### src/rtl/spr_pkg.sv
// shared widths, stage indexes, register codes and control struct of the relight core
// depends on nothing
package spr_pkg;

    localparam int CH_W     = 8;                    // one color channel or matte
    localparam int NUM_CH   = 3;
    localparam int GAIN_W   = 24;                   // unsigned q8.16
    localparam int OFFS_W   = 25;                   // signed q.8
    localparam int FRAC_W   = 16;                   // target held in q.16
    localparam int T_W      = 35;                   // signed target
    localparam int NUM_W    = 50;                   // signed numerator
    localparam int DEN_W    = 44;                   // signed denominator
    localparam int AN_W     = NUM_W - 1;            // numerator magnitude
    localparam int AD_W     = DEN_W - 1;            // denominator magnitude
    localparam int Q_W      = 8;                    // quotient bits
    localparam int DIV_W    = AD_W + 1 + Q_W;       // divider remainder width
    localparam int CFG_IDX_W = 3;
    localparam int S_DATA_W = (NUM_CH + 1) * CH_W;
    localparam int M_DATA_W = NUM_CH * CH_W;

    localparam logic [CH_W-1:0]   CH_MAX     = '1;
    localparam logic [GAIN_W-1:0] GAIN_RESET = GAIN_W'(65536);

    // lane stage indexes
    localparam int ST_TGT  = 0;                     // target
    localparam int ST_PROD = 1;                     // numerator and denominator
    localparam int ST_SIGN = 2;                     // signs, magnitudes, special cases
    localparam int ST_SUM  = 3;                     // rounding offset
    localparam int ST_SAT  = 4;                     // saturation check
    localparam int ST_DIV0 = 5;                     // first quotient bit

    localparam int LANE_STAGES = ST_DIV0 + Q_W;
    localparam int PIPE_STAGES = LANE_STAGES + 1;   // plus output register

    typedef enum logic [CFG_IDX_W-1:0] {
        REG_GAIN_CH0 = 3'd0,
        REG_GAIN_CH1 = 3'd1,
        REG_GAIN_CH2 = 3'd2,
        REG_OFFS_CH0 = 3'd3,
        REG_OFFS_CH1 = 3'd4,
        REG_OFFS_CH2 = 3'd5
    } cfg_reg_t;

    typedef struct packed {
        logic [LANE_STAGES-1:0] lane_ld;            // load enable per lane stage
        logic                   out_ld;             // load enable of output register
        logic                   relit;              // word in last lane stage is relit
    } pipe_ctl_t;

endpackage

### src/rtl/spr_lane.sv
// one channel lane: target, products, signs, rounding, saturation and a bit-per-stage divider
// depends on spr_pkg
module spr_lane (
    input  logic                              clk,
    input  spr_pkg::pipe_ctl_t                ctl,
    input  logic        [spr_pkg::CH_W-1:0]   lum,
    input  logic        [spr_pkg::CH_W-1:0]   matte,
    input  logic        [spr_pkg::GAIN_W-1:0] gain,
    input  logic signed [spr_pkg::OFFS_W-1:0] offs,
    output logic        [spr_pkg::CH_W-1:0]   res,
    output logic        [spr_pkg::CH_W-1:0]   lum_out
);
    import spr_pkg::*;

    // target stage
    logic [GAIN_W+CH_W-1:0] gl;
    logic [T_W-1:0]         t_next;
    logic signed [T_W-1:0]  a_t_reg;
    logic [CH_W-1:0]        a_lum_reg;
    logic [CH_W-1:0]        a_m_reg;

    assign gl     = gain * lum;
    assign t_next = {{(T_W-GAIN_W-CH_W){1'b0}}, gl}
                  + {{(T_W-OFFS_W-CH_W){offs[OFFS_W-1]}}, offs, {CH_W{1'b0}}};

    always_ff @(posedge clk)
    begin
        if (ctl.lane_ld[ST_TGT])
        begin
            a_t_reg   <= t_next;
            a_lum_reg <= lum;
            a_m_reg   <= matte;
        end
    end

    // product stage
    logic [2*CH_W-1:0]            lum255;
    logic [2*CH_W-1:0]            ml;
    logic [CH_W-1:0]              inv_m;
    logic signed [T_W+2*CH_W:0]   num_full;
    logic signed [DEN_W-1:0]      den_full;
    logic [NUM_W-1:0]             b_num_reg;
    logic [DEN_W-1:0]             b_den_reg;
    logic                         b_lz_reg;
    logic [CH_W-1:0]              b_lum_reg;

    assign lum255   = {a_lum_reg, {CH_W{1'b0}}} - {{CH_W{1'b0}}, a_lum_reg};
    assign ml       = a_m_reg * a_lum_reg;
    assign inv_m    = CH_MAX - a_m_reg;
    assign num_full = a_t_reg * $signed({1'b0, lum255});
    assign den_full = a_t_reg * $signed({1'b0, inv_m})
                    + $signed({{(DEN_W-2*CH_W-FRAC_W){1'b0}}, ml, {FRAC_W{1'b0}}});

    always_ff @(posedge clk)
    begin
        if (ctl.lane_ld[ST_PROD])
        begin
            b_num_reg <= num_full[NUM_W-1:0];
            b_den_reg <= den_full;
            b_lz_reg  <= (a_lum_reg == '0);
            b_lum_reg <= a_lum_reg;
        end
    end

    // sign stage
    logic             num_neg;
    logic             den_neg;
    logic [NUM_W-1:0] num_mag;
    logic [DEN_W-1:0] den_mag;
    logic             frc_next;
    logic [CH_W-1:0]  fval_next;
    logic [AN_W-1:0]  c_an_reg;
    logic [AD_W-1:0]  c_ad_reg;
    logic             c_frc_reg;
    logic [CH_W-1:0]  c_fval_reg;
    logic [CH_W-1:0]  c_lum_reg;

    assign num_neg = b_num_reg[NUM_W-1];
    assign den_neg = b_den_reg[DEN_W-1];
    assign num_mag = num_neg ? (~b_num_reg + 1'b1) : b_num_reg;
    assign den_mag = den_neg ? (~b_den_reg + 1'b1) : b_den_reg;

    always_comb
    begin
        frc_next  = 1'b1;
        fval_next = '0;
        if (b_lz_reg)
        begin
            fval_next = '0;
        end
        else if (b_den_reg == '0)
        begin
            // zero denominator: saturate on a positive numerator
            fval_next = (!num_neg && (b_num_reg != '0)) ? CH_MAX : '0;
        end
        else if ((b_num_reg == '0) || (num_neg != den_neg))
        begin
            fval_next = '0;
        end
        else
        begin
            frc_next = 1'b0;
        end
    end

    always_ff @(posedge clk)
    begin
        if (ctl.lane_ld[ST_SIGN])
        begin
            c_an_reg   <= num_mag[AN_W-1:0];
            c_ad_reg   <= den_mag[AD_W-1:0];
            c_frc_reg  <= frc_next;
            c_fval_reg <= fval_next;
            c_lum_reg  <= b_lum_reg;
        end
    end

    // rounding stage: n = 2|num| + |den|, d = 2|den|
    logic [DIV_W-1:0] d_n_reg;
    logic [AD_W:0]    d_d_reg;
    logic             d_frc_reg;
    logic [CH_W-1:0]  d_fval_reg;
    logic [CH_W-1:0]  d_lum_reg;

    always_ff @(posedge clk)
    begin
        if (ctl.lane_ld[ST_SUM])
        begin
            d_n_reg    <= {{(DIV_W-AN_W-1){1'b0}}, c_an_reg, 1'b0}
                        + {{(DIV_W-AD_W){1'b0}}, c_ad_reg};
            d_d_reg    <= {c_ad_reg, 1'b0};
            d_frc_reg  <= c_frc_reg;
            d_fval_reg <= c_fval_reg;
            d_lum_reg  <= c_lum_reg;
        end
    end

    // saturation stage and divider chain, entry 0 fed by the saturation stage
    logic [DIV_W-1:0] dv_r_reg    [Q_W+1];
    logic [AD_W:0]    dv_d_reg    [Q_W+1];
    logic [Q_W-1:0]   dv_q_reg    [Q_W+1];
    logic             dv_frc_reg  [Q_W+1];
    logic [CH_W-1:0]  dv_fval_reg [Q_W+1];
    logic [CH_W-1:0]  dv_lum_reg  [Q_W+1];
    logic             sat;

    // quotient at or above 256 clamps
    assign sat = (d_n_reg >= {d_d_reg, {Q_W{1'b0}}});

    always_ff @(posedge clk)
    begin
        if (ctl.lane_ld[ST_SAT])
        begin
            dv_r_reg[0]    <= d_n_reg;
            dv_d_reg[0]    <= d_d_reg;
            dv_q_reg[0]    <= '0;
            dv_frc_reg[0]  <= d_frc_reg || sat;
            dv_fval_reg[0] <= d_frc_reg ? d_fval_reg : CH_MAX;
            dv_lum_reg[0]  <= d_lum_reg;
        end
    end

    for (genvar k = 0; k < Q_W; k++)
    begin : g_div
        localparam int SH = Q_W - 1 - k;
        logic [DIV_W-1:0] dsh;
        logic             take;

        assign dsh  = {{Q_W{1'b0}}, dv_d_reg[k]} << SH;
        assign take = (dv_r_reg[k] >= dsh);

        always_ff @(posedge clk)
        begin
            if (ctl.lane_ld[ST_DIV0+k])
            begin
                dv_r_reg[k+1]     <= take ? (dv_r_reg[k] - dsh) : dv_r_reg[k];
                dv_d_reg[k+1]     <= dv_d_reg[k];
                dv_q_reg[k+1]     <= dv_q_reg[k] | ({{(Q_W-1){1'b0}}, take} << SH);
                dv_frc_reg[k+1]   <= dv_frc_reg[k];
                dv_fval_reg[k+1]  <= dv_fval_reg[k];
                dv_lum_reg[k+1]   <= dv_lum_reg[k];
            end
        end
    end

    assign res     = dv_frc_reg[Q_W] ? dv_fval_reg[Q_W] : dv_q_reg[Q_W];
    assign lum_out = dv_lum_reg[Q_W];

endmodule

### config.mk
export PLATFORM = sky130hd
export DESIGN_NAME = spr_lane
export DESIGN_NICKNAME = d
export VERILOG_FILES = /design/src/rtl/spr_pkg.sv /design/src/rtl/spr_lane.sv
export SDC_FILE = /design/constraint.sdc
export NUM_CORES = 2
export LEC_CHECK = 0
export BUFFER_PORTS_ARGS = -buffer_cell sky130_fd_sc_hd__buf_4
export CORE_ASPECT_RATIO = 1.5
export CORE_MARGIN = 2
export CORE_UTILIZATION = 23
export CTS_CLUSTER_DIAMETER = 40
export CTS_CLUSTER_SIZE = 16
export DETAILED_ROUTE_END_ITERATION = 10
export PLACE_DENSITY_LB_ADDON = 0.3
export REMOVE_ABC_BUFFERS = 1
export SKIP_LAST_GASP = 1
export SLEW_MARGIN = 20
export SYNTH_ARGS = -nofsm -noshare
export SYNTH_HDL_FRONTEND = slang
export SYNTH_SLANG_ARGS = --single-unit
export TNS_END_PERCENT = 10
### constraint.sdc
create_clock -name clk -period 11.6 [get_ports clk]
set_input_delay 1.16 -clock clk [delete_from_list [all_inputs] [get_ports clk]]
set_output_delay 1.16 -clock clk [all_outputs]
set_load 0.01 [all_outputs]
==> results_dict.tcl <==
set metrics [dict create \
    synthMuxAreaShare_pct 0.6656 \
    fin_skew_ns 0.09568 \
    multi_input_area_um2 58760 \
    finalSetupViolations 0 \
    syn-cell-area_um2 103200 \
    synth_fa_ha_area_share_pct 26.71 \
    crit_family "adder cells" \
    synth.top_cell.area_share_pct 35.94 \
    initial_core_util_pct 23.07 \
    maxSlewViolCount 0 \
    layout_common_cells "inv_1 (1630), edfxtp_1 (1235), nand2_1 (1012)" \
    grt_pass1_wl_mm 402.8 \
    cp_slowest_stage_delay_ns 0.81 \
    drt_iter0_drc 3112 \
    cpMostUsedCell "fa_1" \
    period_minus_slack_ns 10.08 \
    grt_max_degree 87 \
    cp_num_buf_inv 4 \
    die_h_um 824.4 \
    die_area_um2 454200 \
    fmaxAchievable_ghz 0.09916 \
    hold_depth 0 \
    synthCells 10118 \
    slew_headroom_pct 27.68 \
    hold_viol_final 0 \
    routed_wl_mm 255.8 \
    cts_tree "done" \
    synth-compound-area-share_pct 11.55 \
    grt-ovfl-total 0 \
    yosys.area.top_type "edfxtp_1" \
    synth-main-ff-cell "edfxtp_1" \
    synth_enable_flop_cells 1235 \
    route.detailed.drc 0 \
    r2r_cells 28 \
    largest_register_ffs 415 \
    ff2ff_setup_slack_ns 1.52 \
    grt.total_usage_pct 11.13 \
    dpl.hpwl_mm 204.2 \
    fin_crit_sh_pct 86.94 \
    route.vias.total 69619 \
    synthXorXnorAreaFrac_pct 5.067 \
    final_common_cell "inv_1" \
    die_x_um 550.9 \
    htreeDepth 4 \
    fin_area_um2 118700 \
    cp-end-kind "flip-flop" \
    cp_data_arrival_time_ns 10.67 \
    drv_cap 0 \
    grtUsageMet2_pct 22.00 \
    worst-setup-path-type "flip-flop to flip-flop" \
    grt_pass1_vias 74358 \
    start_kind "flip-flop" \
    synth_warnings 0 \
    postSynth.asyncResetShare_pct 0 \
    timing.setup.tns_ns 0 \
    ys_top_cells_by_area "edfxtp_1 (36%), fa_1 (17%), ha_1 (9.3%), inv_1 (5.9%), nand2_1 (3.7%)" \
    wl_per_cell_um 15.70 \
    ctsHoldBuffers 0 \
    cts_setup_buffers 0 \
    path_clk_slew_ns 0.06 \
    worst_pin_slew_ns 1.071 \
    r2r_start "a_lum_reg[1]" \
    rsz0062_at_grt "false" \
    io_buffers 94 \
    min_to "dv_lum_reg[0][5]" \
    fillers 47468 \
    hp-class "flip-flop to flip-flop" \
    syn_to_final_growth_pct 15.04 \
    clk_latency_ns 0.85 \
    status "finished clean" \
    dpl_cell_area_um2 110800 \
    place.gp.congestion 0.8656 \
    ios 97 \
    synth_top_family_by_area "adder cells" \
    grt_use_met3_pct 1.387 \
    cts_root_buffer "clkbuf_16" \
    dr.pass1.iters 6 \
    yosys.area_share.simple_pct 12.84 \
    finish.net_count 11931 \
    register_area_um2 37090 \
    vias_per_cell 4.275 \
    drive_above_1_share_pct 6.863 \
    rows 301 \
    cts.repair.resized 0 \
    antenna_left 0 \
    use_met1_pct 11.66 \
    cts_buffer_depth 3 \
    cts_buffers 223 \
    ys_ff_latch 1235 \
    synth_cell_types 83 \
    slowest_stage "or4_1" \
    busiest_layer "met2" \
    antenna_found_initial 8 \
    coreArea_um2 447400 \
    cp.required_ns 12.19 \
    r2r_end "b_num_reg[48]" \
    cts_sinks 1235 \
    cp_max_fo 12 \
    syn_area_per_cell_um2 10.20 \
    seq_area_frac_synth_pct 35.94 \
    min_from "d_lum_reg[5]" \
]
[synthesized netlist by cell type (11+ instances only)]
cell type / instances
a2111oi_0: 25
a31o_2: 16
nand2b_1: 176
nand4_1: 98
and2_1: 270
a31oi_1: 59
a211o_1: 18
inv_1: 1630
nand2_1: 1013
a221oi_1: 13
o31ai_1: 60
nor3_1: 81
o41ai_1: 22
nor2b_1: 286
mux2_2: 53
or3_1: 42
or2_2: 31
and4_1: 11
a21o_1: 285
nor4_1: 39
o2111ai_1: 13
nor2_1: 397
or4_1: 25
xnor2_1: 414
o21a_1: 84
and3_1: 68
o21bai_1: 64
o211ai_1: 30
edfxtp_1: 1235
a21oi_1: 576
fa_1: 900
clkbuf_1: 325
ha_1: 763
nand3_1: 100
a21boi_0: 13
a211oi_1: 45
o31a_1: 20
xor2_1: 183
o21ai_0: 457
[kinds of logic after synthesis]
family,count (synthesis)
AND/OR/NAND/NOR,2686
adder cells (fa/ha/maj),1663
multiplexers,62
XOR/XNOR,597
buffers and inverters,1977
AO/OA/AOI/OAI,1898
flip-flops,1235
[how the worst max path moves through the flow]
stage	from	end	slack, ns	depth (start not counted)
after floorplan	dv_r_reg[0][280]	dv_q_reg[0][50]	1.16	7
after global placement	a_lum_reg[1]	b_num_reg[48]	1.43	28
after detailed placement	a_lum_reg[1]	b_num_reg[48]	1.35	28
after CTS	a_lum_reg[1]	b_num_reg[48]	1.40	28
after global routing	a_lum_reg[1]	b_num_reg[48]	1.06	28
final	a_lum_reg[1]	b_num_reg[48]	1.52	28
[worst reg2reg max path, delay by kind of cell, from the launching register on]
family | cells | cell delay (ns)
xor+xnor | 2 | 0.62
simple gates | 7 | 2.45
flops | 1 | 0.66
compound gates | 8 | 2.40
buf+inv | 4 | 0.42
fa+ha+maj | 7 | 3.33
[cell type report]
class	count	area share, %
clock inverter	174	1.919
multi-input combinational	6906	49.50
tap	5908	6.226
clock buffer	239	4.751
timing repair buffer	191	1.208
sequential	1235	31.24
antenna	4	0.008431
inverter	1630	5.154
[metrics by stage]
step	util, %	setup WS (ns)	hold slack (ns)	cells
after global routing	26.53	1.060	0.3274	16283
after CTS	26.53	1.403	0.3096	16283
after floorplan	-	1.157	0.4003	9771
final	26.53	1.516	0.3295	16287
after detailed placement	24.76	1.354	0.4045	15870
after global placement	24.76	1.425	0.4016	15870
[layer usage]
layer  wire (um)  part of all wire (%)  up-vias
met5          52                 0.020        -
met3        7037                   2.8      555
met2      140400                    55     1034
met4       10820                   4.2        8
met1       97490                    38    33851
li1            -                     -    34171
Power is left out: the tool's default activity adds up to more than one toggle a clock period on the data nets, which glitch-free logic cannot reach.
