File: src/rtl/spr_pkg.sv
// shared widths, stage indexes, register codes and control struct of the relight core
// depends on nothing
package spr_pkg;

    localparam int CH_W     = 8;                    // one color channel or matte
    localparam int NUM_CH   = 3;
    localparam int GAIN_W   = 24;                   // unsigned q8.16
    localparam int OFFS_W   = 25;                   // signed q.8
    localparam int FRAC_W   = 16;                   // target held in q.16
    localparam int T_W      = 35;                   // signed target
    localparam int NUM_W    = 50;                   // signed numerator
    localparam int DEN_W    = 44;                   // signed denominator
    localparam int AN_W     = NUM_W - 1;            // numerator magnitude
    localparam int AD_W     = DEN_W - 1;            // denominator magnitude
    localparam int Q_W      = 8;                    // quotient bits
    localparam int DIV_W    = AD_W + 1 + Q_W;       // divider remainder width
    localparam int CFG_IDX_W = 3;
    localparam int S_DATA_W = (NUM_CH + 1) * CH_W;
    localparam int M_DATA_W = NUM_CH * CH_W;

    localparam logic [CH_W-1:0]   CH_MAX     = '1;
    localparam logic [GAIN_W-1:0] GAIN_RESET = GAIN_W'(65536);

    // lane stage indexes
    localparam int ST_TGT  = 0;                     // target
    localparam int ST_PROD = 1;                     // numerator and denominator
    localparam int ST_SIGN = 2;                     // signs, magnitudes, special cases
    localparam int ST_SUM  = 3;                     // rounding offset
    localparam int ST_SAT  = 4;                     // saturation check
    localparam int ST_DIV0 = 5;                     // first quotient bit

    localparam int LANE_STAGES = ST_DIV0 + Q_W;
    localparam int PIPE_STAGES = LANE_STAGES + 1;   // plus output register

    typedef enum logic [CFG_IDX_W-1:0] {
        REG_GAIN_CH0 = 3'd0,
        REG_GAIN_CH1 = 3'd1,
        REG_GAIN_CH2 = 3'd2,
        REG_OFFS_CH0 = 3'd3,
        REG_OFFS_CH1 = 3'd4,
        REG_OFFS_CH2 = 3'd5
    } cfg_reg_t;

    typedef struct packed {
        logic [LANE_STAGES-1:0] lane_ld;            // load enable per lane stage
        logic                   out_ld;             // load enable of output register
        logic                   relit;              // word in last lane stage is relit
    } pipe_ctl_t;

endpackage

File: src/rtl/spr_ctrl.sv
// valid and ready chain of the pipeline, carries the relit flag beside each word
// depends on spr_pkg
module spr_ctrl (
    input  logic               clk,
    input  logic               rst_n,
    input  logic               s_tvalid,
    input  logic               relit_in,
    input  logic               m_tready,
    output logic               s_tready,
    output logic               m_tvalid,
    output logic               m_relit,
    output spr_pkg::pipe_ctl_t ctl
);
    import spr_pkg::*;

    logic [PIPE_STAGES-1:0] vld_reg;
    logic [PIPE_STAGES-1:0] vld_next;
    logic [PIPE_STAGES-1:0] rel_reg;
    logic [PIPE_STAGES-1:0] rel_next;
    logic [PIPE_STAGES-1:0] rdy;
    logic [PIPE_STAGES-1:0] in_v;
    logic [PIPE_STAGES-1:0] in_r;
    logic [PIPE_STAGES-1:0] ld;

    for (genvar k = 0; k < PIPE_STAGES; k++)
    begin : g_stage
        // a stage may take a word when the output is taken or any stage from it to the output is free
        assign rdy[k] = m_tready | ~(&vld_reg[PIPE_STAGES-1:k]);
        if (k == 0)
        begin : g_head
            assign in_v[k] = s_tvalid;
            assign in_r[k] = relit_in;
        end
        else
        begin : g_body
            assign in_v[k] = vld_reg[k-1];
            assign in_r[k] = rel_reg[k-1];
        end
        assign ld[k]       = rdy[k] & in_v[k];
        assign vld_next[k] = rdy[k] ? in_v[k] : vld_reg[k];
        assign rel_next[k] = ld[k] ? in_r[k] : rel_reg[k];
    end

    always_ff @(posedge clk or negedge rst_n)
    begin
        if (!rst_n)
        begin
            vld_reg <= '0;
        end
        else
        begin
            vld_reg <= vld_next;
        end
    end

    always_ff @(posedge clk)
    begin
        rel_reg <= rel_next;
    end

    assign s_tready    = rdy[0];
    assign m_tvalid    = vld_reg[PIPE_STAGES-1];
    assign m_relit     = rel_reg[PIPE_STAGES-1];
    assign ctl.lane_ld = ld[LANE_STAGES-1:0];
    assign ctl.out_ld  = ld[PIPE_STAGES-1];
    assign ctl.relit   = rel_reg[LANE_STAGES-1];

endmodule

File: config.mk
export PLATFORM = sky130hd
export DESIGN_NAME = spr_ctrl
export DESIGN_NICKNAME = d
export VERILOG_FILES = /design/src/rtl/spr_pkg.sv /design/src/rtl/spr_ctrl.sv
export SDC_FILE = /design/constraint.sdc
export NUM_CORES = 1
export LEC_CHECK = 0
export CORE_MARGIN = 3
export CORE_UTILIZATION = 29
export CTS_CLUSTER_DIAMETER = 30
export DETAILED_ROUTE_END_ITERATION = 12
export DONT_BUFFER_PORTS = 1
export MAX_ROUTING_LAYER = met4
export PLACE_DENSITY = 0.46
export SLEW_MARGIN = 40
export SYNTH_ARGS = -nofsm -noshare
export SYNTH_HDL_FRONTEND = slang
export SYNTH_SLANG_ARGS = --single-unit
File: constraint.sdc
create_clock -name clk -period 1.4 [get_ports clk]
set_input_delay 0.21 -clock clk [delete_from_list [all_inputs] [get_ports clk]]
set_output_delay 0.21 -clock clk [all_outputs]
set_load 0.02 [all_outputs]
==> results of run 1 <==
## metrics by stage
step,cells,setup TNS (ps),area [µm²]
final,178,-4380,1880
after CTS,177,-4260,1840
after floorplan,79,-531,1240
after global placement,156,-176,1570
after detailed placement,156,-148,1570
after global routing,178,-6210,1880
## power breakdown
group / internal, mW / switching, mW
clock network: 0.204 / 0.250
registers: 1.01 / 0.0883
logic: 0.477 / 0.424
total: 1.69 / 0.762
## cell type report
cell class / instances / area (µm²)
inverters: 7 / 26.3
flip-flops and latches: 28 / 773
well taps: 48 / 60.1
repair buffers: 50 / 488
fillers: 331 / 1840
clock buffers: 4 / 45.0
multi-input cells: 41 / 488
## timing repair
| item | CTS | global route |
|---|---|---|
| buffers inserted | 16 | 3 |
| gates resized for setup | 23 | 9 |
| hold endpoints to repair | 14 | 0 |
| hold buffers | 1 | 0 |
| endpoints found under the setup margin | 18 | 25 |
| pin swaps | 7 | 2 |
## cells by family (layout without fill, tap and decap cells)
| family | Yosys count | in the layout |
|---|---|---|
| compound gates | 20 | 20 |
| buf+inv | 10 | 61 |
| simple gates | 21 | 21 |
| flops | 28 | 28 |
## cells in the final DEF, fill, tap and decap left out, types with 2 or more instances in the layout
cell      netlist  final
o21ai_0         2      2
a41oi_4         0      2
a21o_2          2      2
a41o_2          2      2
dfrtp_2         0      2
a21o_1          2      2
clkbuf_8        0      3
buf_12          0      4
buf_6           0     14
edfxtp_1       14     14
or2_2           2      2
a31o_1          2      2
nor2_2          0      2
dfrtp_1        14     12
buf_4           2     30
a21boi_4        0      3
a31oi_4         0      3
inv_1           7      7
## per-layer routing
| layer | share of wire, % | wire, µm | up-vias | track usage (%) |
|---|---|---|---|---|
| li1 | - | - | 389 | - |
| met5 | 0 | 0 | - | - |
| met3 | 4.3 | 105 | 4 | 3.89 |
| met2 | 49 | 1170 | 13 | 18.2 |
| met4 | 1.6 | 38 | 0 | 5.21 |
| met1 | 45 | 1100 | 379 | 15.5 |
## worst register-to-register path, cell delays in order, from the launching register on
cell	delay (ps)
dfrtp_1	410
nand4b_4	160
buf_4	170
buf_6	110
nor2_2	90
nor2_2	60
buf_4	130
buf_4	120
buf_4	120
## worst max-delay path by stage
| stage | startpoint | end | slack (ps) | cells past startpoint |
|---|---|---|---|---|
| after floorplan | vld_reg[5] | rel_reg[1] | -110 | 3 |
| after global placement | vld_reg[10] | ctl[4] | -50 | 5 |
| after detailed placement | vld_reg[11] | ctl[6] | -50 | 5 |
| after CTS | vld_reg[11] | ctl[2] | -360 | 5 |
| after global routing | vld_reg[10] | ctl[2] | -450 | 5 |
| final | vld_reg[10] | ctl[2] | -360 | 5 |
==> results.md, run 1 <==
- Gr ovfl total: 0
- Clk slew on worst S/H paths: 100 ps
- Simple-Gate Fraction of Synth Area: 14.8%
- CTS sink cnt: 28
- Synth Area in Compound Gates: 13.5%
- Hold slack: 27.5 ps
- Crit path DAT: 1550 ps
- Core area: 3720 µm²
- Hold Crit Class: input pin to flip-flop
- Ant. Diodes: 0
- Layout cells sized above 1: 63.8%
- Top Ports: 23
- R2R Path End: rel_reg[9]
- Clock Skew: 5.72 ps
- Mapped Nets: 84
- Cells on worst reg2reg path: 8
- Iteration-0 DRC Markers: 23
- Crit-path max cell delay: 410 ps
- Root buf cell: clkbuf_8
- CTS tree: built
- Post-Route WL: 2420 µm
- CP required: 1190 ps
- Nets: 136
- Final hold viol count: 0
- Leak: 0.814 nW
- Post-synth top area share: 36.9%
- DRC Markers: 0
- Mapped cell area: 1140 µm²
- Wire per inst: 13.6 µm
- Max Clock Freq: 569 MHz
- ANT nets after route: 0
- CTS Buf Count: 3
- Failing checks: setup timing
- Max Buffers Root-to-Sink: 2
- WHS Path Cells: 0
- Synth top cells by count: dfrtp_1 (14), edfxtp_1 (14), inv_1 (7), a21boi_0 (4), a31oi_1 (3)
- Adder-cell share of the synthesized area: 0%
- Max-cap violations: 0
- Largest area contributor in the netlist: edfxtp_1
- #FFs+latches synth: 28
- H-tree lvl count: 1
- Synth warnings: 0
- Via density: 4.41
- Synthesized instance count: 79
- Multiplexer area fraction after synthesis: 0%
- Initial antenna violation count: 0
- Worst slew margin: 54.9%
- Length of the first detailed-routing pass in iterations: 3
- Critical path, cell by cell: nand4b_4, nor3_4, buf_4, a41oi_4, buf_12
- Area contributors post-synth: edfxtp_1 (37%), dfrtp_1 (31%), a21boi_0 (2.6%)
- Syn Area/Cell: 14.4 µm²
- GRT Resource Usage Total: 12.3%
- Synth async-reset ratio: 50.0%
- Critical Path Sink Type: output port
- Unrepaired setup endpoints after global routing: yes
- Critical path launch point type: flip-flop
- Outcome: finished, violations left
- Largest family of logic cells by synthesized area: simple AND/OR/NAND/NOR gates
- Synth Area in XOR/XNOR: 0%
- Hold Crit Start: relit_in
- Clock Latency Late Sink: 280 ps
- Maximum vdd drop: 0.000448 V
- Final cell utilization of the core: 50.6%
- Worst Hold End: rel_reg[0]
- Total Power Consumption: 2.45 mW
- Ys flop type: edfxtp_1
- DIE WIDTH: 68.7 µm
- Setup-failing EPs final: 21
- FF-to-FF Start: vld_reg[10]
- Pre-CTS setup slack: -48.7 ps
- Layout area overhead: 65.2%
- Die Ht: 68.7 µm
- Final period util: 126%
- WP buf/inv: 2
- Final critical-path required period: 1760 ps
- Final WS setup: -358 ps
- Post-synth EDFFs: 14
- HPWL Detailed: 1690 µm
- CP Class: flip-flop to output port
- Routability Congestion: 0.735
- Starting Density: 30.6%
- Vias in the first global route: 853
- PortBufs: 0
- Slowest-stage cell, CP: dfrtp_1
- Via count: 785
- Largest fanout on the critical path: 3
- Site Rows: 22
- Worst slew pin tran: 675 ps
- First-pass GRT wire length: 4090 µm
- Register area share after synthesis: 67.7%
- Power density cells: 1300 nW/µm²
- Pins Over Slew Limit: 0
- CP top delay family: flip-flops
- Netlist cell types: 30
- Pin count of the biggest net entering global routing: 16
- Reg-to-reg setup timing slack: -190 ps
- Die area: 4710 µm²
(Power assumes the default switching activity.)
==> run 2: changes to the inputs <==
--- a/config.mk
+++ b/config.mk
@@ -5,13 +5,13 @@
 export SDC_FILE = /design/constraint.sdc
 export NUM_CORES = 1
 export LEC_CHECK = 0
+export BUFFER_PORTS_ARGS = -buffer_cell sky130_fd_sc_hd__buf_4
 export CORE_MARGIN = 3
 export CORE_UTILIZATION = 29
 export CTS_CLUSTER_DIAMETER = 30
 export DETAILED_ROUTE_END_ITERATION = 12
-export DONT_BUFFER_PORTS = 1
 export MAX_ROUTING_LAYER = met4
-export PLACE_DENSITY = 0.46
+export PLACE_DENSITY = 0.51
 export SLEW_MARGIN = 40
 export SYNTH_ARGS = -nofsm -noshare
 export SYNTH_HDL_FRONTEND = slang
==> run 2 against run 1 <==
Compared with the run above: the flow still finishes with violations (setup timing); sequential share of layout area down 2.9 points; combinational power up 30%; largest cell class unchanged; maximum frequency up 2.9%; flip-flop and latch count unchanged.
==> results.md, run 2 (synthesis results as in run 1) <==
- ANT nets after route: 0
- Clk slew on worst S/H paths: 90 ps
- Leak: 0.888 nW
- Top Ports: 23
- Nets: 153
- Maximum vdd drop: 0.000678 V
- CP required: 1190 ps
- Comb power frac: 42.8%
- Layout area overhead: 77.5%
- Max Clock Freq: 585 MHz
- Via density: 4.43
- H-tree lvl count: 1
- CTS Buf Count: 3
- Critical path launch point type: flip-flop
- Failing checks: setup timing
- Wire per inst: 13.3 µm
- Starting Density: 30.6%
- Power density cells: 1350 nW/µm²
- Largest fanout on the critical path: 5
- Worst slew pin tran: 222 ps
- Final WS setup: -309 ps
- Final critical-path required period: 1710 ps
- GRT Resource Usage Total: 12.8%
- Clock Power Share: 18.0%
- Ant. Diodes: 0
- Net switching power: 0.823 mW
- CTS tree: built
- Hold Crit Class: input pin to flip-flop
- Crit path DAT: 1500 ps
- Final period util: 122%
- Most frequent cells in the layout: buf_4 (43), buf_6 (23), edfxtp_1 (14), dfrtp_1 (12), inv_1 (6)
- Gr ovfl total: 0
- Outcome: finished, violations left
- Pre-CTS setup slack: -85.3 ps
- GR peak layer: met2
- Pin count of the biggest net entering global routing: 16
- CP Class: flip-flop to output port
- Net Sw Frac: 30.3%
- Initial antenna violation count: 0
- Met1 Use GR: 15.3%
- Vias in the first global route: 927
- Hold slack: 108 ps
- Clock Latency Late Sink: 270 ps
- Worst slew margin: 85.2%
- Iteration-0 DRC Markers: 20
- First-pass GRT wire length: 4340 µm
- Clock Skew: 8.12 ps
- Pins Over Slew Limit: 0
- DIE WIDTH: 68.7 µm
- Layout cells sized above 1: 69.4%
- CTS sink cnt: 28
- PortBufs: 22
- Critical Path Sink Type: output port
- Length of the first detailed-routing pass in iterations: 4
- Post-Route WL: 2600 µm
- Commonest non-fill, non-tap cell in the layout: buf_4
- Final hold viol count: 0
- Unrepaired setup endpoints after global routing: yes
- Met2 Use GR: 21.0%
- Int Pwr: 1.90 mW
- Routability Congestion: 0.792
- Max Buffers Root-to-Sink: 2
- Root buf cell: clkbuf_8
- Setup-failing EPs final: 18
- Die Ht: 68.7 µm
- Max-cap violations: 0
- HPWL Detailed: 1670 µm
- Via count: 864
- Die area: 4710 µm²
- Sequential Power Share: 39.2%
- Site Rows: 22
- DRC Markers: 0
- Core area: 3720 µm²
- Met3 usage: 3.57%
run 2: cell types whose count changed in the layout (fill, tap and decap cells not counted), sizes merged:
cell  previous run  this run
buf             49        66
run 2: layout make-up:
class                           count  area [µm²]
Fill cell                         319        1700
Multi-Input combinational cell     41         512
Timing Repair Buffer               67         592
Tap cell                           48        60.1
Sequential cell                    28         773
Clock buffer                        4        55.1
Inverter                            7        28.8
run 2: metrics by stage:
stage | instance area (µm²) | utilization [%] | instances | power [mW] | setup TNS, ps
2_1_floorplan | 1240 | - | 79 | 1.48 | -531
3_3_place_gp | 1600 | 43.0 | 166 | 1.77 | -119
3_5_place_dp | 1600 | 43.0 | 166 | 1.78 | -268
4_1_cts | 1910 | 51.3 | 192 | 2.58 | -4560
5_1_grt | 2020 | 54.4 | 195 | 2.87 | -5260
6_report | 2020 | 54.4 | 195 | 2.72 | -3670
run 2: worst paths after layout:
kind / from / to / slack, ps / cells after the start
worst max-delay path: vld_reg[13] / ctl[4] / -310 / 5
worst min-delay path: relit_in / rel_reg[0] / 110 / 1
worst max register to register: vld_reg[11] / rel_reg[12] / -110 / 8
worst min register to register: rel_reg[6] / rel_reg[7] / 430 / 0
max in group asynchronous: rst_n / vld_reg[5] / 890 / 2
min in group asynchronous: rst_n / vld_reg[13] / 320 / 2
run 2: routing by layer:
metal / up-vias / routed length (µm)
met4: 0 / 19
li1: 423 / -
met2: 13 / 1380
met1: 426 / 1120
met5: - / 0
met3: 2 / 86
run 2: worst max-delay path, stage by stage, from the launching register on:
cell and delay [ps]:
dfrtp_2 410, nand4b_4 150, nor4b_4 250, buf_6 180, a31oi_4 100, buf_6 140
run 2: what timing repair did:
action / CTS / global route
hold buffers: 1 / 0
pin swaps: 9 / 5
resized for setup: 25 / 19
hold endpoints to repair: 14 / 0
setup endpoints to repair: 15 / 23
buffers inserted: 22 / 5
run 2: power by group through the flow:
stage | Clock (mW) | Sequential (mW) | Combinational [mW]
final | 0.489 | 1.06 | 1.17
after floorplan | 0 | 1.10 | 0.381
after detailed placement | 0 | 1.08 | 0.696
after global routing | 0.548 | 1.08 | 1.24
after global placement | 0 | 1.08 | 0.690
after CTS | 0.512 | 1.07 | 0.998
==> run 3: changes to the inputs <==
--- a/config.mk
+++ b/config.mk
@@ -8,6 +8,7 @@
 export BUFFER_PORTS_ARGS = -buffer_cell sky130_fd_sc_hd__buf_4
 export CORE_MARGIN = 3
 export CORE_UTILIZATION = 29
+export CTS_BUF_LIST = sky130_fd_sc_hd__clkbuf_16
 export CTS_CLUSTER_DIAMETER = 30
 export DETAILED_ROUTE_END_ITERATION = 12
 export MAX_ROUTING_LAYER = met4
==> run 3 against run 2 <==
Compared with the run above: the run still ends with setup timing left; via count shrank 1.9%; clock skew down 7.1 ps; register-to-register slack worse by 20 ps; final area grew 0.19%; sequential power is essentially flat; maximum frequency increased by 0.11%; critical path depth increased by 2; global-route usage shrank 0.28 points; worst hold slack gained 18 ps; sequential share of layout area is 0.071 points lower.
==> results.md, run 3 (synthesis results as in run 1) <==
- Crit path DAT: 1500 ps
- Post-Route WL: 2670 µm
- CTS Buf Count: 3
- Setup-failing EPs final: 19
- Layout cells sized above 1: 68.0%
- HPWL Detailed: 1670 µm
- Slowest-stage cell, CP: dfrtp_1
- Iteration-0 DRC Markers: 25
- Fin cells: 195
- PortBufs: 22
- First-pass GRT wire length: 4240 µm
- Top Ports: 23
- Max Buffers Root-to-Sink: 2
- Worst slew margin: 84.2%
- Unrepaired setup endpoints after global routing: yes
- CP Class: flip-flop to output port
- Clock Power Share: 22.3%
- Sequential Power Share: 37.3%
- Leak: 0.889 nW
- Largest fanout on the critical path: 3
- Failing checks: setup timing
- Gr ovfl total: 0
- Pin count of the biggest net entering global routing: 16
- WP buf/inv: 4
- Worst slew pin tran: 236 ps
- Outcome: finished, violations left
- Clk slew on worst S/H paths: 60 ps
- CTS sink cnt: 28
- Net Sw Frac: 29.3%
- Final WS setup: -307 ps
- Critical path launch point type: flip-flop
- Most common cell on crit path: buf_6
- Maximum vdd drop: 0.000671 V
- Root buf cell: clkbuf_16
- Clock Skew: 0.973 ps
- CTS tree: built
- H-tree lvl count: 1
- Vias in the first global route: 908
- Commonest non-fill, non-tap cell in the layout: buf_4
- Routability Congestion: 0.792
- CP required: 1190 ps
- Ant. Diodes: 0
- Pre-CTS setup slack: -85.3 ps
- Layout fillers: 318
- Power density cells: 1410 nW/µm²
- Final period util: 122%
- DRC Markers: 0
- Comb power frac: 40.4%
- Placed inst area: 1600 µm²
- Via count: 848
- Most frequent cells in the layout: buf_4 (42), buf_6 (24), edfxtp_1 (14), dfrtp_1 (12), inv_1 (6)
- Initial antenna violation count: 0
- Nets: 153
- Core area: 3720 µm²
- Hold slack: 126 ps
- Layout area overhead: 77.8%
- Total Power Consumption: 2.86 mW
- Critical path, cell by cell: nand4b_4, buf_4, buf_6, buf_6, nor2_4, nor2_4, buf_6
- Die area: 4710 µm²
- Final critical-path required period: 1710 ps
- Post-route design area: 2020 µm²
- DIE WIDTH: 68.7 µm
- CP top delay family: buffers and inverters
- Crit-path max cell delay: 400 ps
- Placed Instances: 166
- Length of the first detailed-routing pass in iterations: 4
- Int Pwr: 2.02 mW
- Clock Latency Late Sink: 260 ps
- GRT Resource Usage Total: 12.5%
- ANT nets after route: 0
- Critical Path Sink Type: output port
- Max Clock Freq: 586 MHz
- Starting Density: 30.6%
- Hold Crit Class: input pin to flip-flop
- Pins Over Slew Limit: 0
- Die Ht: 68.7 µm
- Final hold viol count: 0
- Net switching power: 0.836 mW
- Wire per inst: 13.7 µm
- Max-cap violations: 0
- Via density: 4.35
- Site Rows: 22
[run 3: power groups by stage]
stage	Sequential (mW)	Clock, mW	Combinational [mW]
2_1_floorplan	1.10	0	0.381
6_report	1.07	0.636	1.16
5_1_grt	1.08	0.694	1.23
3_5_place_dp	1.08	0	0.696
4_1_cts	1.07	0.664	0.998
3_3_place_gp	1.08	0	0.690
[run 3: timing repair]
| action | in CTS | in global routing |
|---|---|---|
| buffers inserted | 22 | 5 |
| hold buffers | 1 | 0 |
| endpoints found under the hold margin | 14 | 0 |
| gates resized for setup | 25 | 16 |
| pin swaps | 9 | 7 |
| gates cloned | 0 | 0 |
| setup endpoints to repair | 15 | 23 |
[run 3: per-layer routing]
layer | share of wire [%] | track usage (%) | up-vias
li1 | - | - | 427
met1 | 45 | 15.2 | 408
met2 | 51 | 20.4 | 11
met3 | 2.7 | 3.57 | 2
met4 | 0.71 | 3.47 | 0
met5 | 0 | - | -
[run 3: cell type report]
type	instances	area (µm²)	share of cell area, %
Clock buffer	3	75.1	3.71
Clock inverter	1	3.75	0.185
Inverter	7	28.8	1.42
Multi-Input combinational cell	41	488	24.1
Sequential cell	28	773	38.2
Tap cell	48	60.1	2.97
Timing Repair Buffer	67	596	29.4
[run 3: final timing paths]
| path | from | endpoint | slack (ps) | cells after the start |
|---|---|---|---|---|
| worst max-delay path | vld_reg[10] | ctl[11] | -310 | 7 |
| worst min-delay path | relit_in | rel_reg[0] | 130 | 1 |
| worst max register to register | vld_reg[11] | rel_reg[10] | -130 | 8 |
| worst min register to register | rel_reg[3] | rel_reg[4] | 420 | 0 |
| max in group asynchronous | rst_n | vld_reg[5] | 870 | 2 |
| min in group asynchronous | rst_n | vld_reg[13] | 340 | 2 |
[run 3: through the flow]
stage               setup TNS [ps]  utilization [%]
global route                 -5290             54.5
CTS                          -4190             52.0
detailed placement            -268             43.0
floorplan                     -531                -
finish                       -3610             54.5
global placement              -119             43.0
