`config.mk`:
```
export PLATFORM = sky130hd
export DESIGN_NAME = spr_merge
export DESIGN_NICKNAME = d
export VERILOG_FILES = /design/src/rtl/spr_pkg.sv /design/src/rtl/spr_merge.sv
export SDC_FILE = /design/constraint.sdc
export NUM_CORES = 1
export LEC_CHECK = 0
export ABC_AREA = 1
export BUFFER_PORTS_ARGS = -buffer_cell sky130_fd_sc_hd__buf_2
export CAP_MARGIN = 0
export CORE_AREA = 2 2 64 66
export DETAILED_ROUTE_END_ITERATION = 6
export DIE_AREA = 0 0 66 68
export PLACE_DENSITY = 0.6
export REMOVE_ABC_BUFFERS = 1
export SLEW_MARGIN = 20
export SYNTH_ARGS = -nofsm -noshare
export SYNTH_HDL_FRONTEND = slang
export SYNTH_SLANG_ARGS = --single-unit
```
`constraint.sdc`:
```
create_clock -name clk -period 1.1 [get_ports clk]
set_input_delay 0.11 -clock clk [delete_from_list [all_inputs] [get_ports clk]]
set_output_delay 0.11 -clock clk [all_outputs]
set_load 0.005 [all_outputs]
```
`src/rtl/spr_pkg.sv`:
```
// shared widths, stage indexes, register codes and control struct of the relight core
// depends on nothing
package spr_pkg;

    localparam int CH_W     = 8;                    // one color channel or matte
    localparam int NUM_CH   = 3;
    localparam int GAIN_W   = 24;                   // unsigned q8.16
    localparam int OFFS_W   = 25;                   // signed q.8
    localparam int FRAC_W   = 16;                   // target held in q.16
    localparam int T_W      = 35;                   // signed target
    localparam int NUM_W    = 50;                   // signed numerator
    localparam int DEN_W    = 44;                   // signed denominator
    localparam int AN_W     = NUM_W - 1;            // numerator magnitude
    localparam int AD_W     = DEN_W - 1;            // denominator magnitude
    localparam int Q_W      = 8;                    // quotient bits
    localparam int DIV_W    = AD_W + 1 + Q_W;       // divider remainder width
    localparam int CFG_IDX_W = 3;
    localparam int S_DATA_W = (NUM_CH + 1) * CH_W;
    localparam int M_DATA_W = NUM_CH * CH_W;

    localparam logic [CH_W-1:0]   CH_MAX     = '1;
    localparam logic [GAIN_W-1:0] GAIN_RESET = GAIN_W'(65536);

    // lane stage indexes
    localparam int ST_TGT  = 0;                     // target
    localparam int ST_PROD = 1;                     // numerator and denominator
    localparam int ST_SIGN = 2;                     // signs, magnitudes, special cases
    localparam int ST_SUM  = 3;                     // rounding offset
    localparam int ST_SAT  = 4;                     // saturation check
    localparam int ST_DIV0 = 5;                     // first quotient bit

    localparam int LANE_STAGES = ST_DIV0 + Q_W;
    localparam int PIPE_STAGES = LANE_STAGES + 1;   // plus output register

    typedef enum logic [CFG_IDX_W-1:0] {
        REG_GAIN_CH0 = 3'd0,
        REG_GAIN_CH1 = 3'd1,
        REG_GAIN_CH2 = 3'd2,
        REG_OFFS_CH0 = 3'd3,
        REG_OFFS_CH1 = 3'd4,
        REG_OFFS_CH2 = 3'd5
    } cfg_reg_t;

    typedef struct packed {
        logic [LANE_STAGES-1:0] lane_ld;            // load enable per lane stage
        logic                   out_ld;             // load enable of output register
        logic                   relit;              // word in last lane stage is relit
    } pipe_ctl_t;

endpackage

```
`src/rtl/spr_merge.sv`:
```
// output register: joins the lane results, or passes the pixel when not relit
// depends on spr_pkg
module spr_merge (
    input  logic                                          clk,
    input  spr_pkg::pipe_ctl_t                            ctl,
    input  logic [spr_pkg::NUM_CH-1:0][spr_pkg::CH_W-1:0] res,
    input  logic [spr_pkg::NUM_CH-1:0][spr_pkg::CH_W-1:0] lum,
    output logic [spr_pkg::M_DATA_W-1:0]                  data
);
    import spr_pkg::*;

    logic [NUM_CH-1:0][CH_W-1:0] data_reg;
    logic [NUM_CH-1:0][CH_W-1:0] data_next;

    always_comb
    begin
        for (int ch = 0; ch < NUM_CH; ch++)
        begin
            data_next[ch] = ctl.relit ? res[ch] : lum[ch];
        end
    end

    always_ff @(posedge clk)
    begin
        if (ctl.out_ld)
        begin
            data_reg <= data_next;
        end
    end

    assign data = data_reg;

endmodule

```
==> results of run 1 <==
-- layout make-up --
cell class	instances	share of cell area (%)
tap	50	4.06
clock inverter	1	0.244
timing repair buffer	77	26.3
inverter	1	0.731
multi-input combinational	72	19.2
sequential	24	46.8
clock buffer	3	2.68
-- worst max-delay path by stage --
stage / slack [ns] / depth (start not counted) / endpoint
after floorplan: 0.61 / 3 / data[10]
after global placement: 0.29 / 4 / data[23]
after detailed placement: 0.28 / 4 / data[23]
after CTS: 0.20 / 1 / data[15]
after global routing: 0.17 / 1 / data[22]
final: 0.23 / 1 / data[23]
-- cells by family after synthesis --
kind of cell  share of synthesized area, %
flops                                 65.8
simple gates                          27.0
buf+inv                               7.20
-- where the power goes --
part           total [uW]  switching [uW]  internal, uW
combinational         309             149           160
clock                 499             251           249
sequential           1120            16.3          1100
-- stage by stage --
| stage | power [uW] | instances | hold slack [ns] | utilization [%] | worst slack [ns] |
|---|---|---|---|---|---|
| 2_1_floorplan | 1240 | 97 | 0.222 | - | 0.606 |
| 3_3_place_gp | 1450 | 224 | 0.373 | 38.8 | 0.286 |
| 3_5_place_dp | 1460 | 224 | 0.376 | 38.8 | 0.279 |
| 4_1_cts | 1980 | 228 | 0.0939 | 39.9 | 0.200 |
| 5_1_grt | 2060 | 228 | 0.110 | 39.9 | 0.174 |
| 6_report | 1930 | 228 | 0.108 | 39.9 | 0.227 |
-- routing by layer --
metal | global-route usage (%) | up-vias
met5 | 0 | -
met4 | 3.83 | 0
met3 | 3.29 | 0
met2 | 17.0 | 44
met1 | 12.2 | 388
li1 | - | 476
-- placed cells by master, fill, tap and decap left out --
master | synthesis | routed
buf_12 | 1 | 1
nand2_1 | 62 | 62
nand2_2 | 10 | 10
buf_4 | 0 | 2
inv_8 | 1 | 1
buf_2 | 0 | 74
clkbuf_8 | 1 | 3
clkinv_1 | 0 | 1
edfxtp_1 | 24 | 24
==> metrics.txt, run 1 <==
# TYPE chip_impl_metric gauge
chip_impl_metric{name="dp_hpwl",unit="um"} 1690
chip_impl_info{name="worstSetupStartpoint",value="data[23]"} 1
chip_impl_metric{name="irDropWorstVdd",unit="uV"} 429
chip_impl_metric{name="worst_slew_margin_rel",unit="%"} 89.3
chip_impl_info{name="worst_hold_path.endpoint",value="data[10]"} 1
chip_impl_metric{name="grtUsageTotal",unit="%"} 10.1
chip_impl_metric{name="nets_final",unit=""} 243
chip_impl_metric{name="initial_core_util",unit="%"} 28.4
chip_impl_metric{name="via_count",unit=""} 908
chip_impl_metric{name="drv.max_cap_violation_count",unit=""} 0
chip_impl_metric{name="timing.final.setup_violations",unit=""} 0
chip_impl_metric{name="maximum_number_of_pins_on_one_net_before_global_route_repair",unit=""} 25
chip_impl_metric{name="buffers_inverters_on_critical_path",unit=""} 1
chip_impl_metric{name="timing.final.crit_share",unit="%"} 79.4
chip_impl_metric{name="timing.critical_path.slowest_cell_delay",unit="ns"} 0.36
chip_impl_info{name="ys_top_cells_by_count",value="nand2_1 (62), edfxtp_1 (24), nand2_2 (10)"} 1
chip_impl_metric{name="globalRoute.totalOverflow",unit=""} 0
chip_impl_info{name="clock_tree.root_cell",value="clkbuf_8"} 1
chip_impl_metric{name="grt_pass1_wl",unit="um"} 3430
chip_impl_metric{name="worst_pin_slew",unit="ns"} 0.160
chip_impl_metric{name="synth_seq_cells",unit=""} 24
chip_impl_metric{name="synth_async_sr_flop_share",unit="%"} 0
chip_impl_metric{name="gp_routability_congestion",unit=""} 0.630
chip_impl_metric{name="placed_area",unit="um2"} 1500
chip_impl_metric{name="antennaDiodeCount",unit=""} 0
chip_impl_metric{name="cts_buffers",unit=""} 3
chip_impl_metric{name="wirelength_met1",unit="um"} 867
chip_impl_info{name="critPathKind",value="reg -> out"} 1
chip_impl_metric{name="holdPathStages",unit=""} 3
chip_impl_metric{name="post_cts_resize_count",unit=""} 0
chip_impl_metric{name="cts_hold_buffers",unit=""} 0
chip_impl_metric{name="routedWlPerCell",unit="um"} 9.46
chip_impl_info{name="hp_class",value="in -> reg"} 1
chip_impl_metric{name="synthToLayoutAreaGrowth",unit="%"} 40.7
chip_impl_info{name="worstPathCellList",value="buf_2"} 1
chip_impl_metric{name="totalWireLength",unit="um"} 2160
chip_impl_info{name="synthMostInstantiatedCell",value="nand2_1"} 1
chip_impl_metric{name="fp.dieW",unit="um"} 66
chip_impl_metric{name="ant_nets",unit=""} 0
chip_impl_metric{name="numPortBuffers",unit=""} 74
chip_impl_metric{name="largest_register_ffs",unit=""} 24
chip_impl_metric{name="met2_length",unit="um"} 1060
chip_impl_metric{name="coreArea",unit="um2"} 3860
chip_impl_metric{name="area_occupied_by_multi_input_gates",unit="um2"} 295
chip_impl_info{name="ys.flop_type",value="edfxtp_1"} 1
chip_impl_metric{name="finalHoldViolations",unit=""} 0
chip_impl_metric{name="crit_fanout",unit=""} 1
chip_impl_info{name="top_routing_layer_in_use",value="met3"} 1
chip_impl_metric{name="drt-pass1-iter-count",unit=""} 4
chip_impl_metric{name="met3_wirelength",unit="um"} 230
chip_impl_info{name="timing.critical_path.from_type",value="register"} 1
chip_impl_metric{name="ys_seq_area_share",unit="%"} 65.8
chip_impl_metric{name="totalNegativeSetupSlack",unit="ns"} 0
chip_impl_metric{name="post-route-min-period",unit="ns"} 0.873
chip_impl_metric{name="timing_max_transition_violations_final",unit=""} 0
chip_impl_info{name="min_from",value="lum[10]"} 1
chip_impl_metric{name="post_synth_num_cell_types",unit=""} 7
chip_impl_metric{name="synth_largest_type_area_fraction",unit="%"} 65.8
chip_impl_metric{name="area.sequential",unit="um2"} 721
chip_impl_metric{name="grt_pass1_vias",unit=""} 816
chip_impl_metric{name="worstPathArrival",unit="ns"} 0.76
chip_impl_info{name="synthTopCellsByArea",value="edfxtp_1 (66%), nand2_1 (21%), nand2_2 (5.7%), buf_6 (3.1%), buf_12 (1.8%)"} 1
chip_impl_info{name="outcome",value="finished, final reports clean"} 1
chip_impl_info{name="critical_path.endpoint_type",value="output pin"} 1
chip_impl_info{name="tritoncts",value="built"} 1
chip_impl_metric{name="synth.avg_cell_area",unit="um2"} 10.7
chip_impl_metric{name="final_cell_area",unit="um2"} 1540
chip_impl_metric{name="boundary_pins",unit=""} 88
chip_impl_info{name="cp_slowest_cell",value="edfxtp_1"} 1
chip_impl_metric{name="row_count",unit=""} 23
chip_impl_metric{name="postSynthCellCount",unit=""} 102
chip_impl_metric{name="grt_antenna_before_repair",unit=""} 0
chip_impl_metric{name="timing.fmax",unit="MHz"} 1150
chip_impl_metric{name="syn_area",unit="um2"} 1090
chip_impl_metric{name="remaining_drc_errors",unit=""} 0
chip_impl_metric{name="final.fill_count",unit=""} 413
chip_impl_metric{name="synthesis.yosys.warnings",unit=""} 0
chip_impl_metric{name="p_per_area",unit="nW/um2"} 1250
chip_impl_metric{name="p_leak",unit="uW"} 0.000788
chip_impl_metric{name="first_iter_violations",unit=""} 41
chip_impl_info{name="critPathTopFamily",value="flip-flops"} 1
chip_impl_metric{name="htree_levels",unit=""} 1
chip_impl_metric{name="drt-vias-per-instance",unit=""} 3.98
chip_impl_metric{name="clk_transition_reported_paths",unit="ns"} 0.08
chip_impl_metric{name="clk_sinks",unit=""} 24
chip_impl_info{name="unrepaired_setup_endpoints_after_global_routing",value="no"} 1
chip_impl_metric{name="floorplan.die.height",unit="um"} 68
chip_impl_metric{name="number_of_synthesized_flops_with_an_enable_pin",unit=""} 24
chip_impl_metric{name="post-cts-setup-buffer-count",unit=""} 0
chip_impl_info{name="synth_top_cell_by_area",value="edfxtp_1"} 1
chip_impl_metric{name="clockBufferDepth",unit=""} 2
chip_impl_metric{name="drive_gt1_share",unit="%"} 51.1
chip_impl_metric{name="design.die.area",unit="um2"} 4490
chip_impl_metric{name="required",unit="ns"} 0.99
No activity file was read; power rests on OpenSTA's default activity.
==> run 2, diff against run 1 <==
Settings changed: PLACE_DENSITY 0.6 to 0.63.
Clock period 1.1 ns to 0.8 ns, I/O delays scaled along.
==> run 2 against run 1 <==
Effect of this change:
- the run now ends with setup timing left
- sequential cell count unchanged
- largest power group unchanged
- final area grew 2.7%
- die area unchanged
- critical endpoint is now data[10]
- sequential power is 38% higher
==> metrics.txt, run 2 (synthesis gave the netlist of run 1 again) <==
# TYPE chip_impl_metric gauge
chip_impl_metric{name="totalNegativeSetupSlack",unit="ns"} -0.709
chip_impl_metric{name="drive_gt1_share",unit="%"} 51.7
chip_impl_metric{name="largest_register_ffs",unit=""} 24
chip_impl_metric{name="p_per_area",unit="nW/um2"} 1700
chip_impl_metric{name="power_frac_clock",unit="%"} 25.7
chip_impl_metric{name="timing.fmax",unit="MHz"} 1170
chip_impl_info{name="tritoncts",value="built"} 1
chip_impl_metric{name="combinationalPowerShare",unit="%"} 17.0
chip_impl_metric{name="clk_sinks",unit=""} 24
chip_impl_metric{name="holdPathStages",unit=""} 3
chip_impl_info{name="mostFrequentLayoutCell",value="buf_2"} 1
chip_impl_info{name="worst_hold_path.endpoint",value="data[17]"} 1
chip_impl_metric{name="post-cts-setup-buffer-count",unit=""} 0
chip_impl_metric{name="power.net_switching",unit="uW"} 590
chip_impl_metric{name="final.fill_count",unit=""} 413
chip_impl_metric{name="design.die.area",unit="um2"} 4490
chip_impl_metric{name="timing.critical_path.slowest_cell_delay",unit="ns"} 0.38
chip_impl_metric{name="remaining_drc_errors",unit=""} 0
chip_impl_info{name="most-common-layout-cells",value="buf_2 (74), nand2_1 (62), edfxtp_1 (24)"} 1
chip_impl_metric{name="maximum_number_of_pins_on_one_net_before_global_route_repair",unit=""} 25
chip_impl_metric{name="coreArea",unit="um2"} 3860
chip_impl_metric{name="finalHoldViolations",unit=""} 0
chip_impl_metric{name="synthToLayoutAreaGrowth",unit="%"} 44.5
chip_impl_metric{name="globalRoute.totalOverflow",unit=""} 0
chip_impl_metric{name="timing_max_transition_violations_final",unit=""} 0
chip_impl_metric{name="grt_use_met3",unit="%"} 2.47
chip_impl_metric{name="dp_hpwl",unit="um"} 1810
chip_impl_metric{name="area.sequential",unit="um2"} 721
chip_impl_metric{name="numPortBuffers",unit=""} 74
chip_impl_info{name="min_from",value="lum[17]"} 1
chip_impl_metric{name="row_count",unit=""} 23
chip_impl_metric{name="buffers_inverters_on_critical_path",unit=""} 1
chip_impl_metric{name="cts_hold_buffers",unit=""} 0
chip_impl_metric{name="drt-vias-per-instance",unit=""} 3.99
chip_impl_info{name="clock_tree.root_cell",value="clkbuf_8"} 1
chip_impl_metric{name="htree_levels",unit=""} 1
chip_impl_info{name="unrepaired_setup_endpoints_after_global_routing",value="yes"} 1
chip_impl_metric{name="timing.final.crit_share",unit="%"} 107
chip_impl_metric{name="boundary_pins",unit=""} 88
chip_impl_metric{name="worst_slew_margin_rel",unit="%"} 87.3
chip_impl_metric{name="grt_antenna_before_repair",unit=""} 0
chip_impl_info{name="cp_slowest_cell",value="edfxtp_1"} 1
chip_impl_metric{name="post-route-min-period",unit="ns"} 0.858
chip_impl_metric{name="grtUsageTotal",unit="%"} 10.1
chip_impl_metric{name="gp_routability_congestion",unit=""} 0.659
chip_impl_metric{name="via_count",unit=""} 909
chip_impl_metric{name="fp.dieW",unit="um"} 66
chip_impl_info{name="timing.critical_path.from_type",value="register"} 1
chip_impl_info{name="worstPathCellList",value="buf_2"} 1
chip_impl_metric{name="nets_final",unit=""} 244
chip_impl_metric{name="worstPathArrival",unit="ns"} 0.78
chip_impl_info{name="outcome",value="finished, violations left"} 1
chip_impl_info{name="critPathKind",value="reg -> out"} 1
chip_impl_info{name="global_route.peak_usage_layer",value="met2"} 1
chip_impl_metric{name="post_cts_resize_count",unit=""} 0
chip_impl_metric{name="antennaDiodeCount",unit=""} 0
chip_impl_metric{name="drv.max_cap_violation_count",unit=""} 0
chip_impl_metric{name="drt-pass1-iter-count",unit=""} 3
chip_impl_metric{name="worst_pin_slew",unit="ns"} 0.191
chip_impl_info{name="critPathTopFamily",value="flip-flops"} 1
chip_impl_metric{name="totalWireLength",unit="um"} 2260
chip_impl_metric{name="clockBufferDepth",unit=""} 2
chip_impl_metric{name="sequentialPowerShare",unit="%"} 57.3
chip_impl_metric{name="cts_buffers",unit=""} 3
chip_impl_metric{name="ant_nets",unit=""} 0
chip_impl_metric{name="clk_transition_reported_paths",unit="ns"} 0.08
chip_impl_metric{name="grt_util_met1",unit="%"} 11.5
chip_impl_metric{name="crit_fanout",unit=""} 1
chip_impl_metric{name="grt_pass1_vias",unit=""} 816
chip_impl_metric{name="irDropWorstVdd",unit="uV"} 467
chip_impl_metric{name="grt_pass1_wl",unit="um"} 3460
chip_impl_info{name="hp_class",value="in -> reg"} 1
chip_impl_metric{name="first_iter_violations",unit=""} 44
chip_impl_metric{name="floorplan.die.height",unit="um"} 68
chip_impl_metric{name="final_core_util",unit="%"} 41.0
chip_impl_metric{name="area_occupied_by_multi_input_gates",unit="um2"} 295
chip_impl_metric{name="required",unit="ns"} 0.72
chip_impl_metric{name="routedWlPerCell",unit="um"} 9.91
chip_impl_info{name="critical_path.endpoint_type",value="output pin"} 1
chip_impl_metric{name="postLayoutSetupSlackWorst",unit="ns"} -0.0582
chip_impl_metric{name="sw_frac_of_total",unit="%"} 22.0
chip_impl_metric{name="p_leak",unit="uW"} 0.000805
chip_impl_metric{name="use_met2",unit="%"} 18.8
chip_impl_metric{name="timing.final.setup_violations",unit=""} 24
chip_impl_metric{name="intPower",unit="uW"} 2100
chip_impl_info{name="failing_checks",value="setup timing"} 1
chip_impl_metric{name="initial_core_util",unit="%"} 28.4
## run 2: cell count changes in the layout (fill, tap and decap cells not counted), sizes merged
cell / previous run / this run
clkinv: 1 / 0
buf: 77 / 78
## run 2: power by group through the flow
| stage | clock network [uW] | registers (uW) | logic (uW) |
|---|---|---|---|
| detailed placement | 0 | 1570 | 466 |
| finish | 690 | 1540 | 456 |
| floorplan | 0 | 1590 | 105 |
| CTS | 732 | 1540 | 467 |
| global placement | 0 | 1570 | 463 |
| global route | 776 | 1550 | 521 |
## run 2: through the flow
step,hold WS [ns],setup slack (ns),std cells,instance area [um2],total power [uW]
after floorplan,0.192,0.336,97,1030,1700
after CTS,0.0746,-0.0647,228,1580,2740
after global routing,0.0752,-0.111,228,1580,2850
final,0.0836,-0.0582,228,1580,2690
after global placement,0.344,0.00907,225,1540,2030
after detailed placement,0.349,0.0109,225,1540,2040
## run 2: layer usage
| metal | vias up | share of wire, % |
|---|---|---|
| li1 | 477 | - |
| met1 | 385 | 43 |
| met2 | 45 | 49 |
| met3 | 2 | 8.1 |
| met4 | 0 | 0.62 |
| met5 | - | 0 |
## run 2: worst max path at each step
stage	start	to	cells past startpoint
floorplan	ctl[0]	data[10]	3
global placement	ctl[0]	data[12]	4
detailed placement	ctl[0]	data[12]	4
CTS	data[10]	data[10]	1
global route	data[10]	data[10]	1
finish	data[10]	data[10]	1
## run 2: cell type report
cell class / count / share of cell area, %
clock buffer: 3 / 2.61
inverter: 1 / 0.712
multi-input combinational: 72 / 18.7
sequential: 24 / 45.6
tap: 50 / 3.96
timing repair buffer: 78 / 28.5
==> run 3, diff against run 2 <==
Settings changed: BUFFER_PORTS_ARGS -buffer_cell sky130_fd_sc_hd__buf_2 to -buffer_cell sky130_fd_sc_hd__buf_4.
==> run 3 against run 2 <==
Effect of this change:
- die area unchanged
- utilization up 3.8 points
- final cell count down 0.44%
- sequential power about the same
- the run still ends with setup timing left
==> metrics.txt, run 3 (synthesis gave the netlist of run 1 again) <==
# TYPE chip_impl_metric gauge
chip_impl_info{name="outcome",value="finished, violations left"} 1
chip_impl_info{name="failing_checks",value="setup timing"} 1
chip_impl_metric{name="maximum_number_of_pins_on_one_net_before_global_route_repair",unit=""} 25
chip_impl_info{name="clock_tree.root_cell",value="clkbuf_8"} 1
chip_impl_metric{name="grtUsageTotal",unit="%"} 10.6
chip_impl_metric{name="cts_hold_buffers",unit=""} 0
chip_impl_metric{name="drt-pass1-iter-count",unit=""} 4
chip_impl_metric{name="postLayoutSetupSlackWorst",unit="ns"} -0.0679
chip_impl_metric{name="required",unit="ns"} 0.72
chip_impl_metric{name="sw_frac_of_total",unit="%"} 20.9
chip_impl_metric{name="drt-vias-per-instance",unit=""} 4.25
chip_impl_metric{name="dp_hpwl",unit="um"} 1980
chip_impl_metric{name="timing.final.crit_share",unit="%"} 108
chip_impl_metric{name="clockBufferDepth",unit=""} 2
chip_impl_metric{name="drv.max_cap_violation_count",unit=""} 0
chip_impl_metric{name="antennaDiodeCount",unit=""} 0
chip_impl_metric{name="cts_buffers",unit=""} 3
chip_impl_metric{name="final_core_util",unit="%"} 44.8
chip_impl_metric{name="final_cell_area",unit="um2"} 1730
chip_impl_metric{name="power.net_switching",unit="uW"} 583
chip_impl_metric{name="floorplan.die.height",unit="um"} 68
chip_impl_metric{name="irDropWorstVdd",unit="uV"} 542
chip_impl_metric{name="coreArea",unit="um2"} 3860
chip_impl_metric{name="timing.critical_path.slowest_cell_delay",unit="ns"} 0.38
chip_impl_metric{name="worstPathArrival",unit="ns"} 0.79
chip_impl_info{name="critPathTopFamily",value="flip-flops"} 1
chip_impl_metric{name="timing.fmax",unit="MHz"} 1150
chip_impl_metric{name="globalRoute.totalOverflow",unit=""} 0
chip_impl_metric{name="sequentialPowerShare",unit="%"} 55.7
chip_impl_metric{name="design.die.area",unit="um2"} 4490
chip_impl_metric{name="crit_fanout",unit=""} 1
chip_impl_info{name="unrepaired_setup_endpoints_after_global_routing",value="yes"} 1
chip_impl_metric{name="grt_pass1_vias",unit=""} 918
chip_impl_info{name="worstSetupStartpoint",value="data[9]"} 1
chip_impl_metric{name="fp.dieW",unit="um"} 66
chip_impl_metric{name="totalWireLength",unit="um"} 2540
chip_impl_metric{name="boundary_pins",unit=""} 88
chip_impl_metric{name="finalHoldViolations",unit=""} 0
chip_impl_metric{name="p_per_area",unit="nW/um2"} 1610
chip_impl_metric{name="clk_transition_reported_paths",unit="ns"} 0.07
chip_impl_metric{name="via_count",unit=""} 964
chip_impl_metric{name="ant_nets",unit=""} 0
chip_impl_metric{name="timing.final.setup_violations",unit=""} 24
chip_impl_metric{name="first_iter_violations",unit=""} 25
chip_impl_metric{name="post-route-min-period",unit="ns"} 0.868
chip_impl_info{name="tritoncts",value="built"} 1
chip_impl_metric{name="routedWlPerCell",unit="um"} 11.2
chip_impl_info{name="timing.critical_path.from_type",value="register"} 1
chip_impl_metric{name="row_count",unit=""} 23
chip_impl_info{name="critical_path.endpoint_type",value="output pin"} 1
chip_impl_metric{name="intPower",unit="uW"} 2210
chip_impl_info{name="critPathKind",value="reg -> out"} 1
chip_impl_metric{name="drive_gt1_share",unit="%"} 51.4
chip_impl_metric{name="timing_max_transition_violations_final",unit=""} 0
chip_impl_metric{name="placed_area",unit="um2"} 1670
chip_impl_metric{name="htree_levels",unit=""} 1
chip_impl_metric{name="worst_slew_margin_rel",unit="%"} 79.9
chip_impl_metric{name="grt_pass1_wl",unit="um"} 3570
chip_impl_info{name="hp_class",value="in -> reg"} 1
chip_impl_metric{name="p_leak",unit="uW"} 0.000852
chip_impl_metric{name="power_frac_clock",unit="%"} 24.1
chip_impl_metric{name="numPortBuffers",unit=""} 74
chip_impl_metric{name="initial_core_util",unit="%"} 28.4
chip_impl_metric{name="gp_routability_congestion",unit=""} 0.737
chip_impl_metric{name="largest_register_ffs",unit=""} 24
chip_impl_metric{name="worst_pin_slew",unit="ns"} 0.302
chip_impl_info{name="most-common-layout-cells",value="buf_4 (72), nand2_1 (62), edfxtp_1 (24)"} 1
chip_impl_info{name="mostFrequentLayoutCell",value="buf_4"} 1
chip_impl_metric{name="grt_antenna_before_repair",unit=""} 0
chip_impl_info{name="worstPathCellList",value="buf_4"} 1
chip_impl_info{name="min_from",value="lum[21]"} 1
chip_impl_metric{name="combinationalPowerShare",unit="%"} 20.2
chip_impl_metric{name="nets_final",unit=""} 243
chip_impl_info{name="cp_slowest_cell",value="edfxtp_1"} 1
chip_impl_metric{name="clk_sinks",unit=""} 24
chip_impl_metric{name="remaining_drc_errors",unit=""} 0
chip_impl_metric{name="synthToLayoutAreaGrowth",unit="%"} 57.8
chip_impl_metric{name="buffers_inverters_on_critical_path",unit=""} 1
## run 3: changes by cell type in the layout (fill, tap and decap cells not counted)
cell    delta
buf_4     +72
buf_2     -74
buf_6      +5
buf_12     -4
## run 3: final cells by class
| type | count | area (um2) |
|---|---|---|
| fill | 380 | 2130 |
| clock buffer | 3 | 41.3 |
| tap | 50 | 62.6 |
| sequential | 24 | 721 |
| multi-input combinational | 72 | 295 |
| timing repair buffer | 77 | 597 |
| inverter | 1 | 11.3 |
## run 3: routing by layer
metal	up-vias	wire length [um]	GRT usage, %
met5	-	0	0
met4	0	16	4.08
met3	2	209	2.30
met2	47	1350	21.1
met1	440	968	10.9
li1	475	-	-
## run 3: power groups by stage
stage / sequential [uW] / clock (uW) / combinational [uW]
2_1_floorplan: 1590 / 0 / 105
3_3_place_gp: 1570 / 0 / 542
3_5_place_dp: 1580 / 0 / 560
4_1_cts: 1550 / 709 / 561
5_1_grt: 1560 / 752 / 620
6_report: 1550 / 672 / 564
## run 3: path summary, 6_finish.rpt
check,endpoint,cells past startpoint
setup / recovery,data[9],1
hold / removal,data[21],3
## run 3: stage by stage
step / power, uW / TNS (ns) / worst slack, ns / hold slack, ns / instances
2_1_floorplan: 1700 / 0 / 0.336 / 0.192 / 97
4_1_cts: 2820 / -1.41 / -0.0829 / 0.0788 / 227
5_1_grt: 2930 / -1.84 / -0.0937 / 0.0787 / 227
6_report: 2790 / -1.08 / -0.0679 / 0.0857 / 227
3_3_place_gp: 2120 / 0 / 0.0410 / 0.341 / 224
3_5_place_dp: 2140 / 0 / 0.0226 / 0.352 / 224
## run 3: timing repair
item | in CTS | in global routing
gates resized for setup | 0 | 5
pin swaps | 0 | 0
setup endpoints to repair | 24 | 24
buffers inserted | 0 | 0
